**config.mk**
```make
export PLATFORM = sky130hd
export DESIGN_NAME = debounced_alarm_bank
export DESIGN_NICKNAME = d
export VERILOG_FILES = /design/src/dab_pkg.sv /design/src/dab_state_ram.sv /design/src/dab_update.sv /design/src/dab_divider.sv /design/src/debounced_alarm_bank.sv
export SDC_FILE = /design/constraint.sdc
export NUM_CORES = 2
export LEC_CHECK = 0
export BUFFER_PORTS_ARGS = -buffer_cell sky130_fd_sc_hd__buf_2
export CAP_MARGIN = 20
export CORE_MARGIN = 2
export CORE_UTILIZATION = 66
export DETAILED_ROUTE_END_ITERATION = 16
export MAX_ROUTING_LAYER = met4
export PLACE_DENSITY = 0.84
export SLEW_MARGIN = 25
export SYNTH_ARGS = -nofsm -noshare
export SYNTH_HDL_FRONTEND = slang
export SYNTH_SLANG_ARGS = --single-unit
```
**constraint.sdc**
```tcl
create_clock -name aclk -period 24.3 [get_ports aclk]
set_clock_uncertainty 0.2 [all_clocks]
set_input_delay 1.215 -clock aclk [delete_from_list [all_inputs] [get_ports aclk]]
set_output_delay 1.215 -clock aclk [all_outputs]
set_load 0.01 [all_outputs]
```
**src/dab_pkg.sv**
```systemverilog
// Shared types, constants and field layout for the debounced alarm bank.
// Used by every module of the block; depends on nothing.
package dab_pkg;

    localparam int ALARM_COUNT = 8;
    localparam int MAX_ALARMS  = 8;
    localparam int IDX_W       = 3;
    localparam int RUN_W       = 8;
    localparam int TAG_W       = 32;
    localparam int TIME_W      = 32;
    localparam int CNT_W       = 4;
    localparam int LVL_W       = 2;
    localparam int PER_W       = 16;
    localparam int DIVISOR_W   = CNT_W + PER_W;
    localparam int DIV_STEPS   = TIME_W / 2;
    localparam int STEP_W      = 4;

    localparam logic [RUN_W-1:0] RUN_MAX = '1;

    // Configuration port
    localparam int CFG_ADDR_W = 2;
    localparam int CFG_DATA_W = 64;
    localparam logic [CFG_ADDR_W-1:0] REG_TRIGGER = 2'd0;
    localparam logic [CFG_ADDR_W-1:0] REG_CLEAR   = 2'd1;
    localparam logic [CFG_ADDR_W-1:0] REG_LEVELS  = 2'd2;
    localparam logic [CFG_ADDR_W-1:0] REG_PERIOD  = 2'd3;

    localparam logic [63:0]      TRIGGER_RESET = 64'h0101_0101_0101_0101;
    localparam logic [63:0]      CLEAR_RESET   = 64'h0101_0101_0101_0101;
    localparam logic [15:0]      LEVELS_RESET  = 16'h0000;
    localparam logic [PER_W-1:0] PERIOD_RESET  = 16'd2000;

    // Item kinds carried on tuser
    localparam logic KIND_REPORT = 1'b0;
    localparam logic KIND_CLEAR  = 1'b1;

    // Stream widths
    localparam int S_DATA_W = 72;
    localparam int M_DATA_W = 24;

    // Per-alarm debounce record kept in the state memory
    typedef struct packed {
        logic [RUN_W-1:0] bad_run;
        logic [RUN_W-1:0] good_run;
        logic [TAG_W-1:0] last_bad_tag;
        logic [TAG_W-1:0] last_good_tag;
    } entry_t;

    // Request from the sequencer to the display divider
    typedef struct packed {
        logic             start;
        logic [CNT_W-1:0] count;
        logic [PER_W-1:0] period;
    } div_req_t;

    // Reply from the display divider
    typedef struct packed {
        logic             done;
        logic [IDX_W-1:0] pick;
    } div_rsp_t;

endpackage

```
**src/dab_state_ram.sv**
```systemverilog
// Synchronous state memory holding one debounce record per alarm.
// One write and one read port, read data registered; uses dab_pkg.
module dab_state_ram import dab_pkg::*; (
    input  logic             aclk,
    input  logic             wr_en,
    input  logic [IDX_W-1:0] wr_addr,
    input  entry_t           wr_data,
    input  logic             rd_en,
    input  logic [IDX_W-1:0] rd_addr,
    output entry_t           rd_data
);

    entry_t mem [ALARM_COUNT];
    entry_t rd_data_reg;

    // Write port
    always_ff @(posedge aclk) begin
        if (wr_en) begin
            mem[wr_addr] <= wr_data;
        end
    end

    // Read port, data registered
    always_ff @(posedge aclk) begin
        if (rd_en) begin
            rd_data_reg <= mem[rd_addr];
        end
    end

    assign rd_data = rd_data_reg;

endmodule

```
**src/dab_update.sv**
```systemverilog
// Debounce update for one alarm: advances the run counters and decides
// the new on/off state. Combinational; uses dab_pkg.
module dab_update import dab_pkg::*; (
    input  entry_t           cur,
    input  logic             cur_active,
    input  logic             bad,
    input  logic [TAG_W-1:0] tag,
    input  logic [RUN_W-1:0] trigger_count,
    input  logic [RUN_W-1:0] clear_count,
    output entry_t           nxt,
    output logic             nxt_active
);

    logic [RUN_W-1:0] bad_run_new;
    logic [RUN_W-1:0] good_run_new;

    // Grow the run of the reported polarity on a fresh tag, saturating
    always_comb begin
        bad_run_new  = cur.bad_run;
        good_run_new = cur.good_run;
        if (tag != cur.last_bad_tag && cur.bad_run != RUN_MAX) begin
            bad_run_new = cur.bad_run + 1'b1;
        end
        if (tag != cur.last_good_tag && cur.good_run != RUN_MAX) begin
            good_run_new = cur.good_run + 1'b1;
        end
    end

    // Apply to the record and decide the alarm state
    always_comb begin
        nxt        = cur;
        nxt_active = cur_active;
        if (bad) begin
            nxt.bad_run      = bad_run_new;
            nxt.last_bad_tag = tag;
            nxt.good_run     = '0;
            if (!cur_active) begin
                nxt_active = (bad_run_new >= trigger_count);
            end
        end else begin
            nxt.good_run      = good_run_new;
            nxt.last_good_tag = tag;
            nxt.bad_run       = '0;
            if (cur_active) begin
                nxt_active = (good_run_new < clear_count);
            end
        end
    end

endmodule

```
**src/dab_divider.sv**
```systemverilog
// Serial display-rotation divider: time mod (count * period), two bits a
// cycle, then repeated subtraction of the period. Uses dab_pkg.
module dab_divider import dab_pkg::*; (
    input  logic              aclk,
    input  logic              aresetn,
    input  div_req_t          req,
    input  logic [TIME_W-1:0] now,
    output div_rsp_t          rsp
);

    localparam logic [1:0] DV_IDLE = 2'd0;
    localparam logic [1:0] DV_DIV  = 2'd1;
    localparam logic [1:0] DV_PICK = 2'd2;

    logic [1:0]           state_reg;
    logic [STEP_W-1:0]    step_reg;
    logic [DIVISOR_W-1:0] divisor_reg;
    logic [PER_W-1:0]     period_reg;
    logic [TIME_W-1:0]    dividend_reg;
    logic [DIVISOR_W-1:0] rem_reg;
    logic [DIVISOR_W-1:0] rem_next;
    logic [IDX_W-1:0]     pick_reg;
    logic                 done_reg;

    logic [DIVISOR_W:0]   trial1;
    logic [DIVISOR_W:0]   trial2;
    logic [DIVISOR_W-1:0] rem_mid;

    // Two restoring steps per cycle
    always_comb begin
        trial1 = {rem_reg, dividend_reg[TIME_W-1]};
        if (trial1 >= {1'b0, divisor_reg}) begin
            rem_mid = DIVISOR_W'(trial1 - {1'b0, divisor_reg});
        end else begin
            rem_mid = trial1[DIVISOR_W-1:0];
        end
        trial2 = {rem_mid, dividend_reg[TIME_W-2]};
        if (trial2 >= {1'b0, divisor_reg}) begin
            rem_next = DIVISOR_W'(trial2 - {1'b0, divisor_reg});
        end else begin
            rem_next = trial2[DIVISOR_W-1:0];
        end
    end

    // Sequence the divide and the pick
    always_ff @(posedge aclk) begin
        if (!aresetn) begin
            state_reg <= DV_IDLE;
            done_reg  <= 1'b0;
        end else begin
            done_reg <= 1'b0;
            unique case (state_reg)
                DV_IDLE: begin
                    if (req.start) begin
                        state_reg <= DV_DIV;
                    end
                end
                DV_DIV: begin
                    if (step_reg == STEP_W'(DIV_STEPS - 1)) begin
                        state_reg <= DV_PICK;
                    end
                end
                DV_PICK: begin
                    if (rem_reg < {{CNT_W{1'b0}}, period_reg}) begin
                        done_reg  <= 1'b1;
                        state_reg <= DV_IDLE;
                    end
                end
                default: begin
                    state_reg <= DV_IDLE;
                end
            endcase
        end
    end

    // Datapath registers
    always_ff @(posedge aclk) begin
        case (state_reg)
            DV_IDLE: begin
                if (req.start) begin
                    divisor_reg  <= req.count * req.period;
                    period_reg   <= req.period;
                    dividend_reg <= now;
                    rem_reg      <= '0;
                    step_reg     <= '0;
                    pick_reg     <= '0;
                end
            end
            DV_DIV: begin
                rem_reg      <= rem_next;
                dividend_reg <= dividend_reg << 2;
                step_reg     <= step_reg + 1'b1;
            end
            DV_PICK: begin
                if (rem_reg >= {{CNT_W{1'b0}}, period_reg}) begin
                    rem_reg  <= rem_reg - {{CNT_W{1'b0}}, period_reg};
                    pick_reg <= pick_reg + 1'b1;
                end
            end
            default: begin
            end
        endcase
    end

    assign rsp.done = done_reg;
    assign rsp.pick = pick_reg;

endmodule

```
**src/debounced_alarm_bank.sv**
```systemverilog
// Top level of the debounced alarm bank: stream ports, configuration
// registers and item sequencer. Uses dab_pkg, dab_state_ram, dab_update, dab_divider.

// The block handles one item at a time. An item (condition report or
// clear-all) is taken when s_tready is high, which is whenever no item is
// in work. Its single result beat follows these steps in order: read the
// alarm's record from the state memory, update and write it back,
// summarize the on alarms, take the two-bit-per-cycle modulo of time_ms
// by (on count * period), subtract the period repeatedly to pick the
// shown alarm, and load the output register. With no alarm on, the
// divider is skipped. The output register holds a finished result while
// the next item is accepted. Configuration must be written by the user
// through cfg_wr_en/cfg_addr/cfg_wdata while the block is idle; the block
// does not enforce this. A display period of zero acts as one.
module debounced_alarm_bank import dab_pkg::*; (
    input  logic                  aclk,
    input  logic                  aresetn,
    // Input stream
    input  logic                  s_tvalid,
    output logic                  s_tready,
    // alarm_index[2:0], bad[3], seq_tag[35:4], time_ms[67:36], zero pad
    input  logic [S_DATA_W-1:0]   s_tdata,
    // kind[0]
    input  logic [0:0]            s_tuser,
    // Result stream
    output logic                  m_tvalid,
    input  logic                  m_tready,
    // on_mask[7:0], on_count[11:8], top_level[13:12], shown_alarm[16:14],
    // shown_valid[17], zero pad
    output logic [M_DATA_W-1:0]   m_tdata,
    // Configuration write port
    input  logic                  cfg_wr_en,
    input  logic [CFG_ADDR_W-1:0] cfg_addr,
    input  logic [CFG_DATA_W-1:0] cfg_wdata
);

    localparam logic [2:0] ST_IDLE = 3'd0;
    localparam logic [2:0] ST_UPD  = 3'd1;
    localparam logic [2:0] ST_SUM  = 3'd2;
    localparam logic [2:0] ST_DIV  = 3'd3;
    localparam logic [2:0] ST_OUT  = 3'd4;

    logic [2:0]              state_reg;

    // Configuration registers
    logic [63:0]             trigger_reg;
    logic [63:0]             clear_reg;
    logic [15:0]             levels_reg;
    logic [PER_W-1:0]        period_reg;

    // Latched item
    logic                    kind_reg;
    logic [IDX_W-1:0]        idx_reg;
    logic                    bad_reg;
    logic [TAG_W-1:0]        tag_reg;
    logic [TIME_W-1:0]       time_reg;

    // Alarm state kept in flops
    logic [MAX_ALARMS-1:0]   active_reg;
    logic [MAX_ALARMS-1:0]   valid_reg;

    // Summary
    logic [MAX_ALARMS-1:0]   mask_reg;
    logic [CNT_W-1:0]        count_reg;
    logic [LVL_W-1:0]        top_reg;
    logic [IDX_W-1:0]        pick_reg;

    // Output register
    logic                    m_tvalid_reg;
    logic [M_DATA_W-1:0]     m_tdata_reg;

    logic                    s_beat;
    logic                    idx_in_range;
    entry_t                  ram_rd_data;
    entry_t                  cur_entry;
    entry_t                  new_entry;
    logic                    new_active;
    logic                    ram_wr_en;
    logic [RUN_W-1:0]        trig_byte;
    logic [RUN_W-1:0]        clr_byte;
    logic [CNT_W-1:0]        count_now;
    logic [LVL_W-1:0]        top_now;
    logic [PER_W-1:0]        period_eff;
    div_req_t                div_req;
    div_rsp_t                div_rsp;
    logic [IDX_W-1:0]        shown_now;
    logic                    out_free;

    assign s_tready     = (state_reg == ST_IDLE);
    assign s_beat       = s_tvalid && s_tready;
    assign idx_in_range = (int'(idx_reg) < ALARM_COUNT);
    assign out_free     = !m_tvalid_reg || m_tready;

    // Configuration writes
    always_ff @(posedge aclk) begin
        if (!aresetn) begin
            trigger_reg <= TRIGGER_RESET;
            clear_reg   <= CLEAR_RESET;
            levels_reg  <= LEVELS_RESET;
            period_reg  <= PERIOD_RESET;
        end else if (cfg_wr_en) begin
            unique case (cfg_addr)
                REG_TRIGGER: trigger_reg <= cfg_wdata;
                REG_CLEAR:   clear_reg   <= cfg_wdata;
                REG_LEVELS:  levels_reg  <= cfg_wdata[15:0];
                REG_PERIOD:  period_reg  <= cfg_wdata[PER_W-1:0];
                default: begin
                end
            endcase
        end
    end

    // State memory: read on the accepted beat, write back in the update cycle
    assign ram_wr_en = (state_reg == ST_UPD) && (kind_reg == KIND_REPORT) && idx_in_range;

    dab_state_ram u_ram (
        .aclk    (aclk),
        .wr_en   (ram_wr_en),
        .wr_addr (idx_reg),
        .wr_data (new_entry),
        .rd_en   (s_beat),
        .rd_addr (s_tdata[IDX_W-1:0]),
        .rd_data (ram_rd_data)
    );

    // A never-written record reads as the reset value
    assign cur_entry = valid_reg[idx_reg] ? ram_rd_data : '0;
    assign trig_byte = trigger_reg[RUN_W*idx_reg +: RUN_W];
    assign clr_byte  = clear_reg[RUN_W*idx_reg +: RUN_W];

    dab_update u_update (
        .cur           (cur_entry),
        .cur_active    (active_reg[idx_reg]),
        .bad           (bad_reg),
        .tag           (tag_reg),
        .trigger_count (trig_byte),
        .clear_count   (clr_byte),
        .nxt           (new_entry),
        .nxt_active    (new_active)
    );

    // Count the on alarms and find the highest level
    always_comb begin
        count_now = '0;
        top_now   = '0;
        for (int i = 0; i < MAX_ALARMS; i++) begin
            if (active_reg[i]) begin
                count_now = count_now + 1'b1;
                if (levels_reg[LVL_W*i +: LVL_W] > top_now) begin
                    top_now = levels_reg[LVL_W*i +: LVL_W];
                end
            end
        end
    end

    assign period_eff     = (period_reg == '0) ? PER_W'(1) : period_reg;
    assign div_req.start  = (state_reg == ST_SUM) && (count_now != '0);
    assign div_req.count  = count_now;
    assign div_req.period = period_eff;

    dab_divider u_divider (
        .aclk    (aclk),
        .aresetn (aresetn),
        .req     (div_req),
        .now     (time_reg),
        .rsp     (div_rsp)
    );

    // Select the pick-th on alarm from the lowest index
    always_comb begin
        logic [CNT_W-1:0] seen;
        logic             found;
        seen      = '0;
        found     = 1'b0;
        shown_now = '0;
        for (int i = 0; i < MAX_ALARMS; i++) begin
            if (mask_reg[i] && !found) begin
                if (seen == {1'b0, pick_reg}) begin
                    shown_now = IDX_W'(i);
                    found     = 1'b1;
                end
                seen = seen + 1'b1;
            end
        end
    end

    // Item sequencer and alarm flops
    always_ff @(posedge aclk) begin
        if (!aresetn) begin
            state_reg  <= ST_IDLE;
            active_reg <= '0;
            valid_reg  <= '0;
        end else begin
            unique case (state_reg)
                ST_IDLE: begin
                    if (s_beat) begin
                        state_reg <= ST_UPD;
                    end
                end
                ST_UPD: begin
                    if (kind_reg == KIND_CLEAR) begin
                        active_reg <= '0;
                        valid_reg  <= '0;
                    end else if (idx_in_range) begin
                        active_reg[idx_reg] <= new_active;
                        valid_reg[idx_reg]  <= 1'b1;
                    end
                    state_reg <= ST_SUM;
                end
                ST_SUM: begin
                    state_reg <= (count_now != '0) ? ST_DIV : ST_OUT;
                end
                ST_DIV: begin
                    if (div_rsp.done) begin
                        state_reg <= ST_OUT;
                    end
                end
                ST_OUT: begin
                    if (out_free) begin
                        state_reg <= ST_IDLE;
                    end
                end
                default: begin
                    state_reg <= ST_IDLE;
                end
            endcase
        end
    end

    // Latch the item and the summary
    always_ff @(posedge aclk) begin
        if (s_beat) begin
            kind_reg <= s_tuser[0];
            idx_reg  <= s_tdata[IDX_W-1:0];
            bad_reg  <= s_tdata[IDX_W];
            tag_reg  <= s_tdata[IDX_W+1 +: TAG_W];
            time_reg <= s_tdata[IDX_W+1+TAG_W +: TIME_W];
        end
        if (state_reg == ST_SUM) begin
            mask_reg  <= active_reg;
            count_reg <= count_now;
            top_reg   <= top_now;
            pick_reg  <= '0;
        end
        if (state_reg == ST_DIV && div_rsp.done) begin
            pick_reg <= div_rsp.pick;
        end
    end

    // Output register: hold the beat until taken
    always_ff @(posedge aclk) begin
        if (!aresetn) begin
            m_tvalid_reg <= 1'b0;
        end else if (state_reg == ST_OUT && out_free) begin
            m_tvalid_reg <= 1'b1;
        end else if (m_tready) begin
            m_tvalid_reg <= 1'b0;
        end
    end

    always_ff @(posedge aclk) begin
        if (state_reg == ST_OUT && out_free) begin
            m_tdata_reg <= {6'b0, (count_reg != '0), shown_now, top_reg,
                            count_reg, mask_reg};
        end
    end

    assign m_tvalid = m_tvalid_reg;
    assign m_tdata  = m_tdata_reg;

endmodule

```
==> impl_metrics.toml <==
[status]
status = "completed"

[synth]
synth_common_cells = "919 x edfxtp_1, 513 x nand2_1, 202 x a21oi_1, 183 x dfxtp_1, 166 x clkbuf_1"
synth_edf_count = 919
netlist.area_leader.share = 0.543
ys_ff_latch = 1102
async_flop_share = 0
syn_inst = 3780
yosysWarnings = 0
syn-mean-instance-area_sq_um = 13.5
ys.flop_type = "edfxtp_1"
yosysTopAreaCell = "edfxtp_1"
syn_area_sq_mm = 0.0509
synth.most_common_cell = "edfxtp_1"
synthTopCellsByArea = "edfxtp_1 54%, dfxtp_1 7.2%, mux4_2 7.2%, nand2_1 3.8%, ha_1 3.3%"
yosysSeqAreaShare = 0.615
ys_types = 92

[die]
core.rowCount = 101
die-width_um = 282
die_h_um = 282
io_pins = 170
initial_core_util = 0.669
coreArea_sq_mm = 0.0761
dieArea_sq_mm = 0.0793

[clock_tree]
postCtsSetupBuffers = 0
clockRootBuffer = "clkbuf_16"
cts-resized-gates = 0
clk_pin_slew_ns = 0.06
clock-sinks = 1102
cts_buffers = 107
worst_skew_pair.late_latency_ns = 0.69
cts_buffer_depth = 3
tritoncts = "done"
cts_hold_buf = 0
htree_levels = 3

[hold_path]
timing.hold.worst.class = "reg -> reg"
hold_path_startpoint = "top_reg[1]$_DFFE_PN_"
min_to = "m_tdata[13]$_DFFE_PP_"
holdPathStages = 0

[timing]
min_period_ns = 8.98
final-hold-violation-count = 0
drv_slew = 0
maxSlewHeadroom = 0.298
rsz0062_at_grt = "no"
post-route-period-util = 0.370
worstMarginPinSlew_ns = 1.05
timing.fmax_ghz = 0.111
fin_tns_setup_ns = 0
setup_viol = 0

[global_route]
grt_pass1_wl_um = 185000
grtUsageTotal = 0.315
antenna_found_initial = 2
grt_max_degree = 122
grt_overflow_total = 0
grt_pass1_vias = 32600

[drt]
via_count = 32900
drc_errors = 0
routed_via_density = 6.57
dr.pass1.iters = 6
avgRoutedWirePerCell_um = 24.1
drt-initial-drc-count = 4209
drt-total-wl_um = 121000
ant_nets = 0

[layout]
drive_above_1_share = 0.183
largest_reg_flops = 640
area_growth_pct = 10.5
nFillCells = 4484
finalNetCount = 4195
finish.instance_area_sq_mm = 0.0562

[power]
leakage_uw = 0.0196
ir_drop_mv = 0.0903
power_density_mw_per_mm2 = 72.2
total_power_uw = 4060

[critical_path]
r2r-start = "active_reg[0]$_SDFFE_PN0P_"
setup.worst_path.start_class = "register"
arrival_ns = 9.19
r2r_end = "u_divider.divisor_reg[19]$_DFFE_PP_"
reg2reg_depth = 32
r2r_slack_ns = 15.32
path_max_fanout = 18
slowest_delay_ns = 0.80
crit_path_end_kind = "register"
cp_slowest_cell = "xnor2_2"
cp_common_cell = "ha_1"
cp.required_ns = 24.51
path_class = "reg -> reg"

[place]
place_congestion = 0.906
place_area_sq_mm = 0.0526
portBuffers = 159
dp_hpwl_um = 70300

[job]
maxCapViolCount = 0
==> routing by layer <==
metal | vias to the layer above | GRT usage | share of wire | wire [um]
met5 | - | - | 0 | 0
met4 | 0 | 0.144 | 0.044 | 5330
met3 | 381 | 0.0471 | 0.087 | 10500
met2 | 1984 | 0.509 | 0.50 | 60500
met1 | 16100 | 0.398 | 0.37 | 44600
li1 | 14400 | - | - | -
==> report_power, final <==
group	switching, uW	internal (uW)
Clock	728	944
Combinational	155	97.6
Sequential	39.6	2090
Total	922	3140
==> final cells by class <==
class / count / area, sq um / share of cell area
antenna: 2 / 5.00 / 0.0000890
clock buffer: 131 / 2870 / 0.0511
timing repair buffer: 205 / 1230 / 0.0219
inverter: 165 / 622 / 0.0111
tap: 1030 / 1290 / 0.0229
sequential: 1102 / 31300 / 0.556
clock inverter: 69 / 692 / 0.0123
multi-input combinational: 2303 / 18300 / 0.325
==> worst max-delay path: cells and delay by family, from the launching register on <==
kind	cells	cell delay [ns]
XOR/XNOR	4	1.45
AO/OA/AOI/OAI	11	2.64
buffers and inverters	2	0.18
adder cells (fa/ha/maj)	8	2.69
flip-flops	1	0.49
AND/OR/NAND/NOR	7	1.02
==> logic make-up after synthesis <==
group,after synthesis,synth area share
flip-flops,1102,0.615
AND/OR/NAND/NOR,1011,0.0917
AO/OA/AOI/OAI,635,0.0818
buffers and inverters,380,0.0288
multiplexers,336,0.110
adder cells (fa/ha/maj),167,0.0457
XOR/XNOR,148,0.0275
other,1,0.0000737
==> cells in the final DEF (no fill, tap or decap), types with 90 or more instances in the layout <==
cell	instances
xnor2_1	93
ha_1	135
edfxtp_1	919
mux4_2	162
nor2_1	115
buf_2	156
o21ai_0	108
nand2_1	513
a21oi_1	200
clkbuf_16	109
inv_1	164
nand3_1	90
mux2_2	139
dfxtp_1	183
==> worst max path at each step <==
stage,cells past startpoint,end,start
floorplan,34,u_divider.divisor_reg[19]$_DFFE_PP_,active_reg[0]$_SDFFE_PN0P_
global placement,32,u_divider.divisor_reg[19]$_DFFE_PP_,active_reg[0]$_SDFFE_PN0P_
detailed placement,32,u_divider.divisor_reg[19]$_DFFE_PP_,active_reg[0]$_SDFFE_PN0P_
CTS,32,u_divider.divisor_reg[19]$_DFFE_PP_,active_reg[0]$_SDFFE_PN0P_
global route,32,u_divider.divisor_reg[19]$_DFFE_PP_,active_reg[0]$_SDFFE_PN0P_
finish,32,u_divider.divisor_reg[19]$_DFFE_PP_,active_reg[0]$_SDFFE_PN0P_
==> through the flow <==
step	setup WS (ns)	hold WS [ns]	util	std cells
6_report	15.32	0.219	0.739	5007
5_1_grt	14.64	0.233	0.739	5007
4_1_cts	15.37	0.221	0.738	5001
3_5_place_dp	15.50	0.205	0.691	4801
3_3_place_gp	15.61	0.202	0.691	4801
2_1_floorplan	16.50	0.200	-	3785
(Power assumes the default switching activity.)
